===== src/design/tcch_pkg.sv =====
// shared types, constants and helper functions for the compass heading block
package tcch_pkg;

  localparam int CORDIC_STEPS_DEF = 24;
  localparam int STEP_W           = 5;
  localparam int RED_STEPS        = 5;
  localparam int MATH_OPS         = 12;
  localparam int AXES             = 3;
  localparam int CFG_IDX_W        = 3;
  localparam int CFG_DATA_W       = 32;

  localparam logic signed [31:0] PI_RAW          = 32'sd52707179;
  localparam logic signed [31:0] HALF_PI_RAW     = 32'sd26353589;
  localparam logic signed [31:0] TWO_PI_RAW      = 32'sd105414357;
  localparam logic signed [31:0] CORDIC_GAIN_RAW = 32'sd10188012;
  localparam logic signed [16:0] LIMIT_HIGH      = 17'sd2047;
  localparam logic signed [16:0] LIMIT_LOW       = -17'sd2048;
  localparam logic [31:0]        INVALID_HEADING = 32'h8000_0000;

  localparam logic [CFG_IDX_W-1:0] CFG_GAIN     = 3'd0;
  localparam logic [CFG_IDX_W-1:0] CFG_OFS_X    = 3'd1;
  localparam logic [CFG_IDX_W-1:0] CFG_OFS_Y    = 3'd2;
  localparam logic [CFG_IDX_W-1:0] CFG_OFS_Z    = 3'd3;
  localparam logic [CFG_IDX_W-1:0] CFG_DECL     = 3'd4;
  localparam logic [CFG_IDX_W-1:0] CFG_NEG_MASK = 3'd5;

  typedef enum logic [4:0] {
    OP_NONE,
    OP_LOAD,
    OP_AXIS,
    OP_RED_INIT,
    OP_RED_STEP,
    OP_FOLD,
    OP_ROT,
    OP_SAVE,
    OP_P_MXCP,
    OP_P_SRMY,
    OP_P_PRSP,
    OP_P_CRMZ,
    OP_P_MYCR,
    OP_P_MZSR,
    OP_HX_SET,
    OP_HX_ADD,
    OP_HY_SET,
    OP_HY_SUB,
    OP_VPREP,
    OP_VEC,
    OP_FINAL
  } dp_op_e;

  typedef enum logic [3:0] {
    ST_IDLE,
    ST_AXIS,
    ST_RED_INIT,
    ST_RED,
    ST_FOLD,
    ST_ROT,
    ST_SAVE,
    ST_MATH,
    ST_VPREP,
    ST_VEC,
    ST_FINAL
  } state_e;

  typedef struct packed {
    dp_op_e            op;
    logic [STEP_W-1:0] step;
    logic              sel;
  } dp_cmd_t;

  typedef struct packed {
    logic sample_ok;
    logic zero_vec;
  } dp_stat_t;

  function automatic logic [31:0] atan_entry(input logic [STEP_W-1:0] i);
    logic [31:0] v;
    case (i)
      5'd0:    v = 32'd13176795;
      5'd1:    v = 32'd7778716;
      5'd2:    v = 32'd4110060;
      5'd3:    v = 32'd2086331;
      5'd4:    v = 32'd1047214;
      5'd5:    v = 32'd524117;
      5'd6:    v = 32'd262123;
      5'd7:    v = 32'd131069;
      5'd8:    v = 32'd65536;
      5'd9:    v = 32'd32768;
      5'd10:   v = 32'd16384;
      5'd11:   v = 32'd8192;
      5'd12:   v = 32'd4096;
      5'd13:   v = 32'd2048;
      5'd14:   v = 32'd1024;
      5'd15:   v = 32'd512;
      5'd16:   v = 32'd256;
      5'd17:   v = 32'd128;
      5'd18:   v = 32'd64;
      5'd19:   v = 32'd32;
      5'd20:   v = 32'd16;
      5'd21:   v = 32'd8;
      5'd22:   v = 32'd4;
      5'd23:   v = 32'd2;
      5'd24:   v = 32'd1;
      default: v = 32'd0;
    endcase
    return v;
  endfunction

  // tilt compensation sequence on the shared multiplier
  function automatic dp_op_e math_op(input logic [3:0] k);
    dp_op_e op;
    case (k)
      4'd0:    op = OP_P_MXCP;
      4'd1:    op = OP_HX_SET;
      4'd2:    op = OP_P_SRMY;
      4'd3:    op = OP_P_PRSP;
      4'd4:    op = OP_HX_ADD;
      4'd5:    op = OP_P_CRMZ;
      4'd6:    op = OP_P_PRSP;
      4'd7:    op = OP_HX_ADD;
      4'd8:    op = OP_P_MYCR;
      4'd9:    op = OP_HY_SET;
      4'd10:   op = OP_P_MZSR;
      4'd11:   op = OP_HY_SUB;
      default: op = OP_NONE;
    endcase
    return op;
  endfunction

endpackage


===== src/design/tcch_ctrl.sv =====
// controller: sequences the datapath and runs the beat handshakes
module tcch_ctrl #(
  parameter int CORDIC_STEPS = tcch_pkg::CORDIC_STEPS_DEF
) (
  input  logic               clk_i,
  input  logic               rst_ni,
  input  logic               in_valid_i,
  output logic               in_stall_o,
  output logic               out_valid_o,
  input  logic               out_stall_i,
  input  tcch_pkg::dp_stat_t stat_i,
  output tcch_pkg::dp_cmd_t  cmd_o
);

  localparam int CW = $clog2(CORDIC_STEPS);

  tcch_pkg::state_e state_q, state_d;
  logic [CW-1:0]    step_q, step_d;
  logic             sel_q, sel_d;
  logic             out_valid_q, out_valid_d;
  logic             fire;

  assign fire = (state_q == tcch_pkg::ST_FINAL) && (!out_valid_q || !out_stall_i);

  always_comb begin
    state_d = state_q;
    sel_d   = sel_q;
    case (state_q)
      tcch_pkg::ST_IDLE: begin
        sel_d = 1'b0;
        if (in_valid_i) begin
          state_d = tcch_pkg::ST_AXIS;
        end
      end
      tcch_pkg::ST_AXIS: begin
        if (step_q == CW'(tcch_pkg::AXES - 1)) begin
          state_d = stat_i.sample_ok ? tcch_pkg::ST_RED_INIT : tcch_pkg::ST_FINAL;
        end
      end
      tcch_pkg::ST_RED_INIT: state_d = tcch_pkg::ST_RED;
      tcch_pkg::ST_RED: begin
        if (step_q == CW'(tcch_pkg::RED_STEPS - 1)) begin
          state_d = tcch_pkg::ST_FOLD;
        end
      end
      tcch_pkg::ST_FOLD: state_d = tcch_pkg::ST_ROT;
      tcch_pkg::ST_ROT: begin
        if (step_q == CW'(CORDIC_STEPS - 1)) begin
          state_d = tcch_pkg::ST_SAVE;
        end
      end
      tcch_pkg::ST_SAVE: begin
        if (sel_q) begin
          state_d = tcch_pkg::ST_MATH;
        end else begin
          sel_d   = 1'b1;
          state_d = tcch_pkg::ST_RED_INIT;
        end
      end
      tcch_pkg::ST_MATH: begin
        if (step_q == CW'(tcch_pkg::MATH_OPS - 1)) begin
          state_d = tcch_pkg::ST_VPREP;
        end
      end
      tcch_pkg::ST_VPREP: state_d = stat_i.zero_vec ? tcch_pkg::ST_FINAL : tcch_pkg::ST_VEC;
      tcch_pkg::ST_VEC: begin
        if (step_q == CW'(CORDIC_STEPS - 1)) begin
          state_d = tcch_pkg::ST_FINAL;
        end
      end
      tcch_pkg::ST_FINAL: begin
        if (fire) begin
          state_d = tcch_pkg::ST_IDLE;
        end
      end
      default: state_d = tcch_pkg::ST_IDLE;
    endcase
    step_d      = (state_d != state_q || state_q == tcch_pkg::ST_IDLE) ? '0 : step_q + 1'b1;
    out_valid_d = fire || (out_valid_q && out_stall_i);
  end

  always_comb begin
    cmd_o.step = tcch_pkg::STEP_W'(step_q);
    cmd_o.sel  = sel_q;
    case (state_q)
      tcch_pkg::ST_IDLE:     cmd_o.op = in_valid_i ? tcch_pkg::OP_LOAD : tcch_pkg::OP_NONE;
      tcch_pkg::ST_AXIS:     cmd_o.op = tcch_pkg::OP_AXIS;
      tcch_pkg::ST_RED_INIT: cmd_o.op = tcch_pkg::OP_RED_INIT;
      tcch_pkg::ST_RED:      cmd_o.op = tcch_pkg::OP_RED_STEP;
      tcch_pkg::ST_FOLD:     cmd_o.op = tcch_pkg::OP_FOLD;
      tcch_pkg::ST_ROT:      cmd_o.op = tcch_pkg::OP_ROT;
      tcch_pkg::ST_SAVE:     cmd_o.op = tcch_pkg::OP_SAVE;
      tcch_pkg::ST_MATH:     cmd_o.op = tcch_pkg::math_op(step_q[3:0]);
      tcch_pkg::ST_VPREP:    cmd_o.op = tcch_pkg::OP_VPREP;
      tcch_pkg::ST_VEC:      cmd_o.op = tcch_pkg::OP_VEC;
      tcch_pkg::ST_FINAL:    cmd_o.op = fire ? tcch_pkg::OP_FINAL : tcch_pkg::OP_NONE;
      default:               cmd_o.op = tcch_pkg::OP_NONE;
    endcase
    in_stall_o  = (state_q != tcch_pkg::ST_IDLE);
    out_valid_o = out_valid_q;
  end

  always_ff @(posedge clk_i or negedge rst_ni) begin
    if (!rst_ni) begin
      state_q     <= tcch_pkg::ST_IDLE;
      step_q      <= '0;
      sel_q       <= 1'b0;
      out_valid_q <= 1'b0;
    end else begin
      state_q     <= state_d;
      step_q      <= step_d;
      sel_q       <= sel_d;
      out_valid_q <= out_valid_d;
    end
  end

endmodule


===== config.mk =====
export PLATFORM = sky130hd
export DESIGN_NAME = tcch_ctrl
export DESIGN_NICKNAME = d
export VERILOG_FILES = /design/src/design/tcch_pkg.sv /design/src/design/tcch_ctrl.sv
export SDC_FILE = /design/constraint.sdc
export NUM_CORES = 1
export LEC_CHECK = 0
export BUFFER_PORTS_ARGS = -buffer_cell sky130_fd_sc_hd__buf_2
export CAP_MARGIN = 20
export CORE_MARGIN = 4
export CORE_UTILIZATION = 35
export CTS_BUF_LIST = sky130_fd_sc_hd__clkbuf_16
export DETAILED_ROUTE_END_ITERATION = 8
export GPL_ROUTABILITY_DRIVEN = 0
export HOLD_SLACK_MARGIN = 0.06
export SLEW_MARGIN = 20
export SYNTH_ARGS = -nofsm -noshare
export SYNTH_HDL_FRONTEND = slang
export SYNTH_SLANG_ARGS = --single-unit
export TNS_END_PERCENT = 50

===== constraint.sdc =====
create_clock -name clk_i -period 2.8 [get_ports clk_i]
set_clock_uncertainty 0.2 [all_clocks]
set_input_delay 0.28 -clock clk_i [delete_from_list [all_inputs] [get_ports clk_i]]
set_output_delay 0.28 -clock clk_i [all_outputs]
set_load 0.1 [all_outputs]

==> results of run 1 <==
sequential cells by signal, summed over array words and instances, names as in the netlist:
register / count
sel_q: 1
out_valid_o: 1
step_q: 5
state_q: 4
cell type report:
cell class | instances | area, sq um | share of cell area (%)
multi-input combinational | 97 | 678.2 | 55.03
sequential | 11 | 280.3 | 22.74
timing repair buffer | 23 | 130.1 | 10.56
clock buffer | 3 | 75.07 | 6.091
tap | 31 | 38.79 | 3.147
inverter | 7 | 26.28 | 2.132
clock inverter | 1 | 3.754 | 0.3046
stage by stage:
step	instance area [sq um]	util (%)	hold slack [ps]	cells	worst slack (ps)
2_1_floorplan	1033	-	-215.6	125	156.6
3_3_place_gp	1144	41.83	-30.97	168	481.2
3_5_place_dp	1144	41.83	-29.36	168	420.6
4_1_cts	1232	45.08	136.2	173	259.4
5_1_grt	1232	45.08	159.9	173	134.8
6_report	1232	45.08	134.3	173	268.1
logic make-up after synthesis:
family | count (synthesis) | synth area share [%]
xor+xnor | 4 | 3.518
mux | 1 | 1.131
fa+ha+maj | 4 | 5.025
compound gates | 43 | 29.27
flops | 11 | 27.64
simple gates | 45 | 25.88
buf+inv | 17 | 7.538
final timing paths:
kind | end | slack, ps | cells after the start
worst min register to register | out_valid_o | 360 | 2
worst max register to register | step_q[0] | 410 | 7
worst max-delay path | cmd_o[6] | 270 | 8
max in group asynchronous | step_q[2] | 1920 | 2
worst min-delay path | out_valid_o | 130 | 3
min in group asynchronous | state_q[1] | 250 | 2
timing repair:
item                      4_1_cts  5_1_grt
hold buffers                    1        0
resized for setup               0        0
hold endpoints to repair       11        0
routing by layer:
metal | share of wire (%) | up-vias | track usage, %
met2 | 44 | 26 | 22.36
li1 | - | 491 | -
met4 | 2.2 | 0 | 8.788
met3 | 4.8 | 6 | 2.096
met5 | 0 | - | 0
met1 | 49 | 452 | 22.37
cells in the final DEF (no fill, tap or decap), types with 2 or more instances in the layout:
cell / count
a211oi_1: 6
a21oi_1: 6
a221oi_1: 2
a31oi_1: 2
and4b_1: 2
buf_2: 18
buf_4: 4
clkbuf_16: 3
dfrtp_1: 7
dfrtp_2: 4
ha_1: 4
inv_1: 8
nand2_1: 10
nand2b_1: 2
nand3_1: 2
nand4bb_1: 2
nor2_1: 10
nor2b_1: 5
nor3b_1: 3
o21a_1: 2
o21ai_0: 12
o31ai_1: 3
or3_1: 2
xnor2_1: 3
critical path: stages, from the launching register on:
cell and delay, ps:
dfrtp_2 420, inv_1 90, ha_1 220, xnor2_1 130, a2bb2oi_1 130, o21ai_0 160, a21oi_1 120, o21ai_4 110
buf_2 430
==> metrics.txt, run 1 <==
# H-tree levels 1; Critical R2R Launch step_q[0]; post-synth net total 135; Crit. Startpoint step_q[0]; Vias per Instance 5.636; critical-path maximum fanout 8; initial antenna violation count 0; Yosys cell types 40; Post-CTS Setup Bufs 0; WL/cell 14.96 microns; crit path launch type flop; Max-Cap Viols 0; Initial DRT Pass Iterations 4; Clock Sinks 11; Least-Margin Pin Slew 594.1 ps; number of flops mapped to enable cells by yosys 0; clk slew on worst S/H paths 40 ps; Setup Viol. Count Final 0; share of the yosys chip area belonging to registers 27.64%; Hold Path Class primary input to flop; fmax 395.0 MHz; Arr. time, crit path 2050 ps; Starting Density 36.43%; DRT iter0 DRCs 47; grt total ovfl 0; nets@finish 153; TritonCTS buffer count 3; Setup TNS Final 0 ps; area grow syn2layout 23.74%; largest area contributor in the netlist dfrtp_1; synth top area cells dfrtp_1 (28%), o21ai_0 (6.5%), ha_1 (5.0%); # diodes 0; Main synth FF type dfrtp_1; fill count 272; CTS tree yes; Clock Latency Late Sink 240 ps; status finished clean; CTS max path bufs 2; Cell Area, Synth 996.0 sq um; cell count after synthesis 125; PortBufs 18; share of the synthesized area in the top cell type 27.64%; cell with the most instances after synthesis o21ai_0; first-pass GRT wire length 4291 microns; Relative slew margins 60.06%; die height 61.35 microns; Period Utilization, post-route 90.43%; critical path required time 2320 ps; total track usage 15.58%; Final Hold Vio Count 0; vias 975; Root Driver clkbuf_16; min cycle time layout 2532 ps; syn_area_per_cell 7.968 sq um; residual DRC count 0; most frequent cells after synthesis o21ai_0 (13), dfrtp_1 (11), nand2_1 (10), nor2_1 (10), inv_1 (7); die width 61.35 microns; Post-DP HPWL 1971 microns; drt total wl 2588 microns; pin count of the biggest net entering global routing 15; unrepaired setup endpoints after global routing no; number of global-route vias before repair 906; hold wc startpoint out_stall_i; synth warn 0; num ports 19; Slew Viols, Final 0; Final ANT Viol Nets 0; Setup CP Type flop to output port; Die ar. 3763 sq um; number of synthesized register bits 11; Placeable Area 2734 sq um; crit path capture type output port; Synth async-reset ratio 100.0%; row count 19; layout cells sized above 1 26.06%
Power of run 1 is left out: the tool's default activity adds up to more than one toggle a clock period on the data nets, which glitch-free logic cannot reach.
==> inputs of run 2 (changes only) <==
Clock period 2.8 ns to 2.5 ns, I/O delays scaled along.
==> metrics.txt, run 2 (synthesis gave the netlist of run 1 again) <==
status finished clean; drt total wl 2702 microns; Starting Density 36.43%; clk slew on worst S/H paths 40 ps; Final Hold Vio Count 0; vias 993; Reg2Reg Depth 7; CTS max path bufs 2; Relative slew margins 65.72%; # H-tree levels 1; reg2reg end step_q[0]; Regs by FF count step_q: 5 flops, state_q: 4 flops; row count 19; Max stage delay cell, worst path dfrtp_4; crit path capture type flop; layout cells sized above 1 30.77%; crit-path cells inv_1 -> ha_1 -> nor3b_4 -> and2_1 -> nor4_2 -> or4_4 -> a211oi_1; DRT iter0 DRCs 24; PortBufs 18; num ports 19; Top delay family on crit path simple AND/OR/NAND/NOR gates; critical-path maximum fanout 8; hold wc startpoint out_stall_i; commonest non-fill, non-tap cell in the layout buf_2; r2r setup slk 110 ps; min cycle time layout 2395 ps; Hold Path Class primary input to flop; Arr. time, crit path 2320 ps; crit path launch type flop; Hold EP out_valid_o; commonest cells after routing, fill and taps aside buf_2 (16), o21ai_0 (11), nor2_1 (10), nand2_1 (10), inv_1 (8); fmax 417.5 MHz; Multi-input gate area 723.2 sq um; CTS tree yes; Max-Cap Viols 0; fill count 264; crit-path max cell delay 510 ps; Setup Viol. Count Final 0; Period Utilization, post-route 95.80%; Die ar. 3763 sq um; register area 286.5 sq um; Critical R2R Launch step_q[0]; Clock Sinks 11; Buf+Inv Stages, Crit Path 1; nets@finish 154; total track usage 16.19%; critical path required time 2430 ps; Slew Viols, Final 0; Biggest register step_q; # diodes 0; max reg flops 5; TritonCTS buffer count 3; Root Driver clkbuf_16; area grow syn2layout 32.66%; die width 61.35 microns; hold path depth 3; first-pass GRT wire length 4498 microns; Post-CTS Setup Bufs 0; Clock Latency Late Sink 240 ps; final core occ 48.33%; WL/cell 15.53 microns; die height 61.35 microns; number of global-route vias before repair 972; Vias per Instance 5.707; Initial DRT Pass Iterations 4; residual DRC count 0; initial antenna violation count 0; Post-DP HPWL 2004 microns; Least-Margin Pin Slew 511.1 ps; Final ANT Viol Nets 0; Setup CP Type flop to flop; pin count of the biggest net entering global routing 15; grt total ovfl 0; Placeable Area 2734 sq um
[run 2: worst register-to-register path, cell delays in order (launching register included)]
cell      delay [ps]
dfrtp_4          510
inv_1            110
ha_1             200
nor3b_4          220
and2_1           200
nor4_2            80
or4_4            470
a211oi_1         290
[run 2: worst max-delay path by stage]
stage / start / endpoint / slack, ps / cells past startpoint
floorplan: step_q[0] / cmd_o[6] / -7 / 7
global placement: step_q[0] / step_q[0] / 120 / 7
detailed placement: step_q[0] / step_q[0] / 60 / 7
CTS: step_q[0] / cmd_o[6] / 20 / 8
global route: step_q[0] / step_q[3] / -60 / 7
finish: step_q[0] / step_q[0] / 110 / 7
[run 2: what timing repair did]
action,4_1_cts,5_1_grt
hold buffers,1,0
gates resized for setup,0,8
endpoints found under the hold margin,11,0
setup endpoints to repair,0,6
[run 2: area by class of cell]
class                      count  share of cell area, %
clock buffer                   3                  5.682
clock inverter                 1                 0.2841
inverter                       7                  1.989
multi-input combinational     97                  54.73
sequential                    11                  21.69
tap                           31                  2.936
timing repair buffer          24                  12.69
[run 2: routing by layer]
metal  global-route usage [%]  part of all wire (%)  vias up
met3                    3.564                   5.1        4
met4                    6.970                   1.0        0
met1                    22.45                    45      463
met2                    24.17                    49       28
met5                        0                     0        -
li1                         -                     -      498
[run 2: through the flow]
stage / area (sq um) / hold WS, ps / worst slack (ps) / cells / TNS [ps]
global route: 1321 / 124.0 / -57.91 / 174 / -238.3
global placement: 1200 / -61.77 / 118.8 / 169 / 0
CTS: 1289 / 118.7 / 19.12 / 174 / 0
detailed placement: 1200 / -61.05 / 63.63 / 169 / 0
floorplan: 1052 / -245.6 / -7.373 / 125 / -7.373
finish: 1321 / 111.5 / 105.0 / 174 / 0
Power of run 2 is left out for the same reason.
